$ cat config.mk
export PLATFORM = sky130hd
export DESIGN_NAME = per_task_event_queue_dispatch_unit
export DESIGN_NICKNAME = d
export VERILOG_FILES = /design/src/hw/rtl/pteq_pkg.sv /design/src/hw/rtl/pteq_event_mem.sv /design/src/hw/rtl/pteq_queue_ctrl.sv /design/src/hw/rtl/per_task_event_queue_dispatch_unit.sv
export SDC_FILE = /design/constraint.sdc
export NUM_CORES = 1
export LEC_CHECK = 0
export BUFFER_PORTS_ARGS = -buffer_cell sky130_fd_sc_hd__buf_4
export CORE_ASPECT_RATIO = 1.2
export CORE_MARGIN = 2
export CORE_UTILIZATION = 55
export CTS_CLUSTER_DIAMETER = 100
export DETAILED_ROUTE_END_ITERATION = 8
export PLACE_DENSITY = 0.79
export SLEW_MARGIN = 40
export SYNTH_ARGS = -nofsm -noshare
export SYNTH_HDL_FRONTEND = slang
export SYNTH_HIERARCHICAL = 1
export SYNTH_SLANG_ARGS = --single-unit
$ cat constraint.sdc
create_clock -name clk -period 8.7 [get_ports clk]
set_input_delay 0.87 -clock clk [delete_from_list [all_inputs] [get_ports clk]]
set_output_delay 0.87 -clock clk [all_outputs]
set_load 0.05 [all_outputs]
$ cat src/hw/rtl/pteq_pkg.sv
// Package for the per-task event queue dispatch unit.
// Holds the operation and status codes and the response record; depends on nothing.
package pteq_pkg;

	// Width of one queued event and of the dispatch ready mask.
	localparam int EVENT_W = 8;
	localparam int MASK_W  = 8;

	// Operation codes carried by the input beat.
	typedef enum logic [1:0] {
		OP_CREATE   = 2'd0,
		OP_SEND     = 2'd1,
		OP_READ     = 2'd2,
		OP_DISPATCH = 2'd3
	} op_t;

	// Status codes carried by the result beat.
	typedef enum logic [1:0] {
		ST_OK      = 2'd0,
		ST_INVALID = 2'd1,
		ST_EXISTS  = 2'd2,
		ST_EMPTY   = 2'd3
	} status_t;

	// Decision made for one item while the event memory read is in flight.
	typedef struct packed {
		status_t             status;
		logic                rd_hit;
		logic [MASK_W-1:0]   mask;
	} resp_t;

endpackage

$ cat src/hw/rtl/pteq_event_mem.sv
// Event storage for all task queues: one write or one read port, read data registered.
// Uses pteq_pkg for the event width.
module pteq_event_mem
	import pteq_pkg::*;
#(
	parameter int DEPTH  = 40,
	parameter int ADDR_W = 6
) (
	input  logic               clk,
	input  logic               we,
	input  logic               re,
	input  logic [ADDR_W-1:0]  addr,
	input  logic [EVENT_W-1:0] wdata,
	output logic [EVENT_W-1:0] rdata
);

	logic [EVENT_W-1:0] mem [DEPTH];
	logic [EVENT_W-1:0] rdata_q;

	// Synchronous write, registered read; entries have no reset.
	always_ff @(posedge clk) begin
		if (we) begin
			mem[addr] <= wdata;
		end
		if (re) begin
			rdata_q <= mem[addr];
		end
	end

	assign rdata = rdata_q;

endmodule

$ cat src/hw/rtl/pteq_queue_ctrl.sv
// Queue pointer table and operation decoder: head, tail and created flag per task.
// Uses pteq_pkg for codes and the response record; drives the event memory port.
module pteq_queue_ctrl
	import pteq_pkg::*;
#(
	parameter int NUM_TASKS   = 8,
	parameter int QUEUE_DEPTH = 5,
	parameter int ADDR_W      = 6
) (
	input  logic               clk,
	input  logic               arst_n,
	input  logic               req_valid,
	input  logic [1:0]         operation,
	input  logic [3:0]         task_id,
	input  logic [EVENT_W-1:0] event_value,
	output resp_t              resp,
	output logic               mem_we,
	output logic               mem_re,
	output logic [ADDR_W-1:0]  mem_addr,
	output logic [EVENT_W-1:0] mem_wdata
);

	localparam int IDX_W  = (NUM_TASKS > 1) ? $clog2(NUM_TASKS) : 1;
	localparam int PTR_W  = $clog2(QUEUE_DEPTH);
	localparam int SCAN_N = (NUM_TASKS < MASK_W) ? NUM_TASKS : MASK_W;

	logic [PTR_W-1:0] head_q [NUM_TASKS];
	logic [PTR_W-1:0] tail_q [NUM_TASKS];
	logic             created_q [NUM_TASKS];

	logic [IDX_W-1:0] idx;
	logic             task_ok;
	logic [PTR_W-1:0] cur_head;
	logic [PTR_W-1:0] cur_tail;
	logic             cur_created;
	logic [PTR_W-1:0] slot;
	logic             head_adv;
	logic             tail_adv;
	logic             set_created;

	// Wrap a queue pointer at the queue depth.
	function automatic logic [PTR_W-1:0] next_ptr(input logic [PTR_W-1:0] p);
		logic [PTR_W-1:0] n;
		if (p == PTR_W'(QUEUE_DEPTH - 1)) begin
			n = '0;
		end else begin
			n = p + PTR_W'(1);
		end
		return n;
	endfunction

	// Look up the addressed task; only valid ids ever index the tables.
	assign idx         = task_id[IDX_W-1:0];
	assign task_ok     = {1'b0, task_id} < 5'(NUM_TASKS);
	assign cur_head    = task_ok ? head_q[idx] : '0;
	assign cur_tail    = task_ok ? tail_q[idx] : '0;
	assign cur_created = task_ok ? created_q[idx] : 1'b0;

	// Decode the operation into a response and a memory access.
	always_comb begin
		resp        = '{status: ST_OK, rd_hit: 1'b0, mask: '0};
		mem_we      = 1'b0;
		mem_re      = 1'b0;
		mem_wdata   = event_value;
		slot        = cur_head;
		head_adv    = 1'b0;
		tail_adv    = 1'b0;
		set_created = 1'b0;
		case (op_t'(operation))
			OP_DISPATCH: begin
				for (int i = 0; i < SCAN_N; i++) begin
					resp.mask[i] = created_q[i] && (head_q[i] != tail_q[i]);
				end
			end
			OP_CREATE: begin
				if (!task_ok) begin
					resp.status = ST_INVALID;
				end else if (cur_created) begin
					resp.status = ST_EXISTS;
				end else begin
					mem_we      = 1'b1;
					mem_wdata   = '0;
					head_adv    = 1'b1;
					set_created = 1'b1;
				end
			end
			OP_SEND: begin
				if (!task_ok) begin
					resp.status = ST_INVALID;
				end else begin
					mem_we   = 1'b1;
					head_adv = 1'b1;
				end
			end
			OP_READ: begin
				slot = cur_tail;
				if (!task_ok) begin
					resp.status = ST_INVALID;
				end else if (cur_head == cur_tail) begin
					resp.status = ST_EMPTY;
				end else begin
					mem_re      = 1'b1;
					resp.rd_hit = 1'b1;
					tail_adv    = 1'b1;
				end
			end
			default: begin
				resp.status = ST_OK;
			end
		endcase
	end

	// Flat memory address: task base plus slot within the queue.
	assign mem_addr = ADDR_W'(idx) * ADDR_W'(QUEUE_DEPTH) + ADDR_W'(slot);

	// Pointer and created-flag updates, applied when the beat is taken.
	always_ff @(posedge clk or negedge arst_n) begin
		if (!arst_n) begin
			for (int i = 0; i < NUM_TASKS; i++) begin
				head_q[i]    <= '0;
				tail_q[i]    <= '0;
				created_q[i] <= 1'b0;
			end
		end else if (req_valid && task_ok) begin
			if (head_adv) begin
				head_q[idx] <= next_ptr(cur_head);
			end
			if (tail_adv) begin
				tail_q[idx] <= next_ptr(cur_tail);
			end
			if (set_created) begin
				created_q[idx] <= 1'b1;
			end
		end
	end

`ifndef SYNTH
	// The memory port never writes and reads in the same cycle.
	a_one_access: assert property (@(posedge clk) disable iff (!arst_n)
		!(mem_we && mem_re))
		else $error("event memory written and read together");

	// A task's pointers stay inside its queue.
	a_ptr_range: assert property (@(posedge clk) disable iff (!arst_n)
		task_ok |-> (cur_head < PTR_W'(QUEUE_DEPTH - 1) || cur_head == PTR_W'(QUEUE_DEPTH - 1))
			&& (cur_tail < PTR_W'(QUEUE_DEPTH - 1) || cur_tail == PTR_W'(QUEUE_DEPTH - 1)))
		else $error("queue pointer outside queue depth");

	// A successful read only happens on a non-empty queue and always moves the tail.
	a_read_moves: assert property (@(posedge clk) disable iff (!arst_n)
		(req_valid && resp.rd_hit) |=> tail_q[$past(idx)] != $past(cur_tail))
		else $error("read did not advance the tail");
`endif

endmodule

$ cat src/hw/rtl/per_task_event_queue_dispatch_unit.sv
// Per-task event queue dispatch unit: create, send, read and dispatch over per-task queues.
// Path: an accepted input beat passes through stage one (decision held with the event memory
// read) and then the output register before its result beat is presented.
// Throughput: one item per cycle unless out_stall holds the output; then in_stall can rise.
// Reset: arst_n clears all pointers, created flags and valids; the event memory is not cleared.
// Uses pteq_pkg, pteq_queue_ctrl and pteq_event_mem.
module per_task_event_queue_dispatch_unit
	import pteq_pkg::*;
#(
	parameter int NUM_TASKS   = 8,
	parameter int QUEUE_DEPTH = 5
) (
	input  logic               clk,
	input  logic               arst_n,
	input  logic               in_valid,
	output logic               in_stall,
	input  logic [1:0]         operation,
	input  logic [3:0]         task_id,
	input  logic [EVENT_W-1:0] event_value,
	output logic               out_valid,
	input  logic               out_stall,
	output logic [1:0]         status,
	output logic [EVENT_W-1:0] read_value,
	output logic [MASK_W-1:0]  ready_mask
);

	localparam int MEM_DEPTH = NUM_TASKS * QUEUE_DEPTH;
	localparam int ADDR_W    = (MEM_DEPTH > 1) ? $clog2(MEM_DEPTH) : 1;

	logic               accept;
	logic               out_free;
	resp_t              resp;
	logic               mem_we;
	logic               mem_re;
	logic [ADDR_W-1:0]  mem_addr;
	logic [EVENT_W-1:0] mem_wdata;
	logic [EVENT_W-1:0] mem_rdata;

	logic               valid_s1;
	resp_t              resp_s1;
	logic               out_valid_q;
	status_t            status_q;
	logic [EVENT_W-1:0] read_value_q;
	logic [MASK_W-1:0]  ready_mask_q;

	// Handshake: the output register frees when empty or taken this cycle.
	assign out_free = !out_valid_q || !out_stall;
	assign in_stall = valid_s1 && !out_free;
	assign accept   = in_valid && !in_stall;

	pteq_queue_ctrl #(
		.NUM_TASKS   (NUM_TASKS),
		.QUEUE_DEPTH (QUEUE_DEPTH),
		.ADDR_W      (ADDR_W)
	) u_ctrl (
		.clk         (clk),
		.arst_n      (arst_n),
		.req_valid   (accept),
		.operation   (operation),
		.task_id     (task_id),
		.event_value (event_value),
		.resp        (resp),
		.mem_we      (mem_we),
		.mem_re      (mem_re),
		.mem_addr    (mem_addr),
		.mem_wdata   (mem_wdata)
	);

	pteq_event_mem #(
		.DEPTH  (MEM_DEPTH),
		.ADDR_W (ADDR_W)
	) u_mem (
		.clk   (clk),
		.we    (mem_we && accept),
		.re    (mem_re && accept),
		.addr  (mem_addr),
		.wdata (mem_wdata),
		.rdata (mem_rdata)
	);

	// Stage one holds the decision while the memory read completes.
	always_ff @(posedge clk or negedge arst_n) begin
		if (!arst_n) begin
			valid_s1 <= 1'b0;
		end else if (accept) begin
			valid_s1 <= 1'b1;
		end else if (out_free) begin
			valid_s1 <= 1'b0;
		end
	end

	always_ff @(posedge clk) begin
		if (accept) begin
			resp_s1 <= resp;
		end
	end

	// Output register valid flag.
	always_ff @(posedge clk or negedge arst_n) begin
		if (!arst_n) begin
			out_valid_q <= 1'b0;
		end else if (out_free) begin
			out_valid_q <= valid_s1;
		end
	end

	// Output register payload, merging the read data for a successful read.
	always_ff @(posedge clk) begin
		if (out_free && valid_s1) begin
			status_q     <= resp_s1.status;
			read_value_q <= resp_s1.rd_hit ? mem_rdata : '0;
			ready_mask_q <= resp_s1.mask;
		end
	end

	assign out_valid  = out_valid_q;
	assign status     = status_q;
	assign read_value = read_value_q;
	assign ready_mask = ready_mask_q;

endmodule
==> qor.csv, run 1 <==
metric,value,unit
# setup viols final,0,
post-synthesis simple-gate area fraction,5.82,%
port bufs,37,
post-synth cell types,80,
vias in the first global route,10500,
clock skew,0.0310,ns
"EDFF count, synth",357,
Final Slew Violations,0,
TritonRoute pass-1 iters,7,
detailed placement HPWL,27.2,mm
crit-path cells,buf_4 -> mux4_1 -> mux2i_1 -> nor2_1 -> inv_1 -> o21ai_0 -> ha_1 -> ha_2 -> fa_4 -> buf_4 -> mux2i_1 -> o22ai_1 -> a21oi_1 -> o22ai_1 -> a2111o_1,
mux contribution to synthesized area,11.4,%
CP max stage delay,1.24,ns
Syn Nets,1110,
total global routing overflow,0,
startpoint types,input pin,
Crit Path Max Fanout,37,
Starting DRT DRC Count,1476,
Post-Synth XOR/XNOR Area,1.44,%
layout cells sized above 1,19.4,%
crit path max-delay cell type,fa_4,
Post-CTS Hold Fix Bufs,0,
HP Class,in -> async,
Core Box Area,31400,um2
Max Cap Violations,0,
synth top area cells,"edfxtp_1 (61%), dfrtp_1 (8.3%), mux2i_1 (3.4%)",
DR WL/cell,27.9,um
CTS root buf,clkbuf_16,
post-route insts no fill,1549,
top cell types by occurrence after synthesis,"edfxtp_1 (357), nor2_1 (75), mux2i_1 (60)",
Critical Path Sink Type,flop,
"antenna viol nets, final",0,
pin count of the biggest net entering global routing,59,
Static Leak,0.00702,uW
Storage cell area,12200,um2
Setup CP Type,in -> reg,
worst path required time,8.99,ns
max frequency,173,MHz
R2R cell count,14,
"Seq/Total Area, Yosys",69.5,%
DRC Markers,0,
Area Growth Syn to Fin,10.8,%
setup_tns,0,ns
clock sinks,415,
post-synthesis compound-gate area fraction,8.46,%
Synth warnings,6,
Mapped Area,17500,um2
Critical R2R Capture,u_mem/rdata[1],
area occupied by multi-input gates,5030,um2
VDD IR-drop max,0.329,mV
post-CTS setup buffers,0,
final period utilization,66.4,%
FP Rows,71,
first-pass GRT wire length,64.7,mm
later-pin clock latency in the skew report,0.55,ns
RSZ-0062 raised after global routing,no,
vias per cell,6.74,
final hold vios,0,
Synth Register Bits,415,
origin of the worst setup path,task_id[0],
largest family of logic cells by synthesized area,multiplexers,
Post-Place Cells,1477,
Ports,38,
Die X,167,um
"reg-to-reg slack, setup",3.32,ns
Longest Clk Path Bufs,3,
Synth top area share,61.2,%
fillcell total,2191,
Power Dens Cells,234,nW/um2
Slew @ Worst Pin,0.914,ns
fraction of registers with async set/reset,14.0,%
"Avg Cell Area, Syn",16.3,um2
"Reg clk slew, reported paths",0.06,ns
worst reg2reg path startpoint,u_ctrl/head_q[13],
"area leader, netlist",edfxtp_1,
Post-Synth Adder-Cell Area,1.04,%
critical path capture point,u_mem/rdata[1],
CTS Buf Count,40,
GR Util All Layers,26.0,%
top-count cell post-synth,edfxtp_1,
Max transition margin,38.8,%
crit path time final,5.77,ns
status,"complete, no violations",
top_reg_cell synth,edfxtp_1,
GP Congestion,0.930,
die height,200,um
WL final,43.3,mm
starting density of the core,55.9,%
Cells after Synth,1078,
CTS tree,done,
vias post-DR,10400,
WP data arrival,6.07,ns
# resized after CTS,0,
Nets,1150,
die area,33300,um2
CTS HTree Levels,2,
initial antenna violation count,1,
[logic make-up (layout without fill, tap and decap cells)]
| kind of cell | count (synthesis) | count (layout) |
|---|---|---|
| buf+inv | 69 | 138 |
| other cells | 0 | 1 |
| compound gates | 189 | 189 |
| fa+ha+maj | 14 | 14 |
| simple gates | 204 | 204 |
| flops | 415 | 415 |
| xor+xnor | 28 | 28 |
| mux | 159 | 159 |
[cell type report]
type | instances | share of cell area, %
antenna | 1 | 0.0129
tap | 401 | 2.58
multi-input combinational | 594 | 25.9
sequential | 415 | 62.7
timing repair buffer | 54 | 2.16
clock inverter | 16 | 0.741
inverter | 13 | 0.251
clock buffer | 55 | 5.65
[critical path: cells and delay by family]
family	cells	cell delay, ns
AND/OR/NAND/NOR	1	0.11
buffers and inverters	3	1.02
multiplexers	3	1.18
AO/OA/AOI/OAI	5	1.08
adder cells (fa/ha/maj)	3	1.73
[report_power, final]
group          internal, uW  switching (uW)
registers              2220            37.7
clock network           944             715
logic                   213             408
[through the flow]
stage | hold slack [ns] | utilization (%) | worst slack, ns | power (uW) | instance area [um2]
floorplan | 0.400 | - | 3.93 | 2700 | 17500
global placement | 0.408 | 57.6 | 2.33 | 2880 | 18100
detailed placement | 0.405 | 57.7 | 2.55 | 2900 | 18100
CTS | 0.419 | 61.7 | 2.96 | 4540 | 19300
global route | 0.324 | 61.9 | 2.74 | 4660 | 19400
finish | 0.279 | 61.9 | 2.93 | 4540 | 19400
[state kept, by name, indices dropped and copies added, names as in the netlist]
name              count
out_valid             1
read_value            8
ready_mask            8
resp_s1              11
status                2
u_ctrl/created_q      8
u_ctrl/head_q        24
u_ctrl/tail_q        24
u_mem/mem           320
u_mem/rdata           8
valid_s1              1
[cells in the final DEF, fill, tap and decap left out, types with 21 or more instances in the layout]
master       n
a221oi_1    27
a22oi_1     24
and2_1      25
buf_4       51
clkbuf_16   40
dfrtp_1     58
edfxtp_1   357
mux2_1      34
mux2_2      40
mux2i_1     60
mux4_2      21
nand2_1     34
nor2_1      55
nor2_2      21
xor2_1      25
[worst min path at each step]
stage	endpoint	cells after the start	from
2_1_floorplan	ready_mask[0]	0	resp_s1[0]
3_3_place_gp	status[1]	0	resp_s1[10]
3_5_place_dp	ready_mask[1]	0	resp_s1[1]
4_1_cts	out_valid	1	arst_n
5_1_grt	valid_s1	1	arst_n
6_report	valid_s1	1	arst_n
[per-layer routing]
metal	global-route usage [%]	part of all wire, %	wire length, um	up-vias
met4	9.87	3.8	1650	0
met2	42.9	48	20800	693
met3	5.37	11	4630	132
met5	0	0	0	-
li1	-	-	-	4353
met1	34.4	38	16200	5268
No activity file was read; power rests on OpenSTA's default activity.
==> inputs of run 2 (changes only) <==
Settings changed: PLACE_DENSITY 0.79 to 0.82.
Clock period 8.7 ns to 5.11 ns, I/O delays scaled along.
==> run 2 against run 1 <==
Final area grew 2.9%; critical path depth shrank 1; clock-buffer cell count shrank 9; first-iteration DRC count shrank 3.7%; worst setup slack lost 2.5 ns; via count grew 2.2%; total power grew 70%; core utilization grew 1.8 points.
==> qor.csv, run 2 (synthesis gave the netlist of run 1 again) <==
metric,value,unit,change
Longest Clk Path Bufs,3,,unchanged
Starting DRT DRC Count,1422,,-3.7%
CTS tree,done,,
Largest register FFs,320,,unchanged
worst hold endpoint,valid_s1,,
max frequency,212,MHz,
GR Util All Layers,26.3,%,+0.32 points
startpoint types,flop,,
# resized after CTS,0,,unchanged
Die X,167,um,unchanged
area occupied by multi-input gates,4950,um2,-1.5%
most frequent cells in the layout,"edfxtp_1 (357), buf_4 (129), nor2_1 (75), mux2i_1 (60), dfrtp_1 (58)",,
detailed placement HPWL,28.9,mm,+6.3%
"commonest non-fill, non-tap cell in the layout",edfxtp_1,,
die height,200,um,unchanged
"reg-to-reg slack, setup",0.39,ns,-2.93 ns
Hold Crit Start,in_valid,,
Max transition margin,41.6,%,+2.8 points
R2R cell count,14,,unchanged
RSZ-0062 raised after global routing,no,,
Hold WS,0.193,ns,-0.0855 ns
setup_tns,0,ns,unchanged
vias in the first global route,10800,,+2.9%
Critical path buffers and inverters,2,,-1
HP Class,in -> reg,,
die area,33300,um2,unchanged
Crit path depth,14,,-1
Area Growth Syn to Fin,14.0,%,
WHS Path Cells,2,,
clock sinks,415,,unchanged
Setup CP Type,reg -> reg,,
starting density of the core,55.9,%,unchanged
port bufs,37,,unchanged
initial antenna violation count,0,,-1
fillcell total,2104,,-4.0%
Ports,38,,unchanged
worst path required time,5.38,ns,-3.61 ns
total global routing overflow,0,,unchanged
clock skew,0.0245,ns,-0.00657 ns
Biggest register,u_mem/mem,,
crit path max-delay cell type,fa_4,,
Static Leak,0.00744,uW,+6.0%
Storage cell area,12200,um2,unchanged
WP data arrival,4.99,ns,-1.08 ns
Critical Path Sink Type,flop,,
later-pin clock latency in the skew report,0.54,ns,about the same
vias per cell,6.55,,-2.9%
Core Box Area,31400,um2,unchanged
Max Cap Violations,0,,unchanged
Crit Path Max Fanout,39,,+5.4%
post-route insts no fill,1631,,+5.3%
GP Congestion,0.946,,+1.7%
"Reg clk slew, reported paths",0.06,ns,about the same
"antenna viol nets, final",0,,unchanged
crit path time final,4.72,ns,
Critical R2R Capture,u_mem/rdata[5],,
Nets,1231,,+7.0%
Post-Place Cells,1557,,+5.4%
CP max stage delay,0.95,ns,-0.29 ns
first-pass GRT wire length,65.5,mm,+1.3%
# setup viols final,0,,unchanged
worst reg2reg path startpoint,u_ctrl/head_q[13],,
TritonRoute pass-1 iters,8,,+1
DRC Markers,0,,unchanged
FP Rows,71,,unchanged
Largest regs,"u_mem/mem: 320 flops, u_ctrl/head_q: 24 flops, u_ctrl/tail_q: 24 flops",,
post-CTS setup buffers,0,,unchanged
crit-path cells,mux4_1 -> mux2i_1 -> nor2_1 -> inv_1 -> o21ai_0 -> ha_1 -> ha_2 -> fa_4 -> buf_12 -> mux2_2 -> a221o_1 -> a22oi_1 -> o22a_1 -> o211ai_1,,
VDD IR-drop max,0.325,mV,-0.99%
pin count of the biggest net entering global routing,59,,unchanged
largest delay contributor family on the critical path,adder cells,,
vias post-DR,10700,,+2.2%
CTS Buf Count,40,,unchanged
CTS HTree Levels,2,,unchanged
final period utilization,92.4,%,
WL final,43.9,mm,+1.3%
final core occ,63.7,%,+1.8 points
Final Slew Violations,0,,unchanged
layout cells sized above 1,22.8,%,+3.4 points
CTS root buf,clkbuf_16,,
Power Dens Cells,387,nW/um2,+65%
Slew @ Worst Pin,0.875,ns,-0.0387 ns
ant diodes,0,,-1
final hold vios,0,,unchanged
DR WL/cell,26.9,um,-3.7%
status,"complete, no violations",,
Post-CTS Hold Fix Bufs,0,,unchanged
## run 2: stage by stage
step / power, uW / cell area, um2 / setup slack [ns]
floorplan: 4600 / 17500 / 0.695
finish: 7720 / 20000 / 0.386
detailed placement: 4980 / 18700 / 0.0810
global route: 7940 / 20000 / 0.243
global placement: 4950 / 18700 / 0.142
CTS: 7730 / 20000 / 0.438
## run 2: how the worst max path moves through the flow
| stage | start | endpoint | slack (ns) |
|---|---|---|---|
| detailed placement | task_id[0] | u_mem/rdata[5] | 0.08 |
| global placement | task_id[0] | u_mem/rdata[0] | 0.14 |
| CTS | u_ctrl/head_q[13] | u_mem/rdata[5] | 0.44 |
| finish | u_ctrl/head_q[13] | u_mem/rdata[5] | 0.39 |
| floorplan | task_id[0] | u_mem/mem[12][0] | 0.69 |
| global route | u_ctrl/head_q[13] | u_mem/rdata[5] | 0.24 |
## run 2: worst register-to-register path: stages (launching register included)
cell      delay, ns
dfrtp_1        0.42
mux4_1         0.53
mux2i_1        0.24
nor2_1         0.10
inv_1          0.08
o21ai_0        0.10
ha_1           0.29
ha_2           0.20
fa_4           0.95
buf_12         0.25
mux2_2         0.40
a221o_1        0.30
a22oi_1        0.21
o22a_1         0.26
o211ai_1       0.13
## run 2: layout make-up
type / count / share of cell area [%]
multi-input cells: 594 / 24.8
clock inverters: 27 / 1.01
repair buffers: 135 / 5.36
well taps: 401 / 2.51
flip-flops and latches: 415 / 60.9
clock buffers: 46 / 5.12
inverters: 13 / 0.244
## run 2: metal layers
metal / vias to the layer above / part of all wire (%) / track usage [%] / wire, um
met1: 5325 / 36 / 33.3 / 15700
met5: - / 0 / 0 / 0
met3: 146 / 11 / 6.16 / 4740
li1: 4505 / - / - / -
met4: 0 / 4.5 / 10.9 / 1950
met2: 702 / 49 / 44.1 / 21500
## run 2: report_power, final
part           internal [uW]  total [uW]  switching [uW]
combinational            404        1100             693
sequential              3780        3850            69.5
clock                   1550        2770            1230
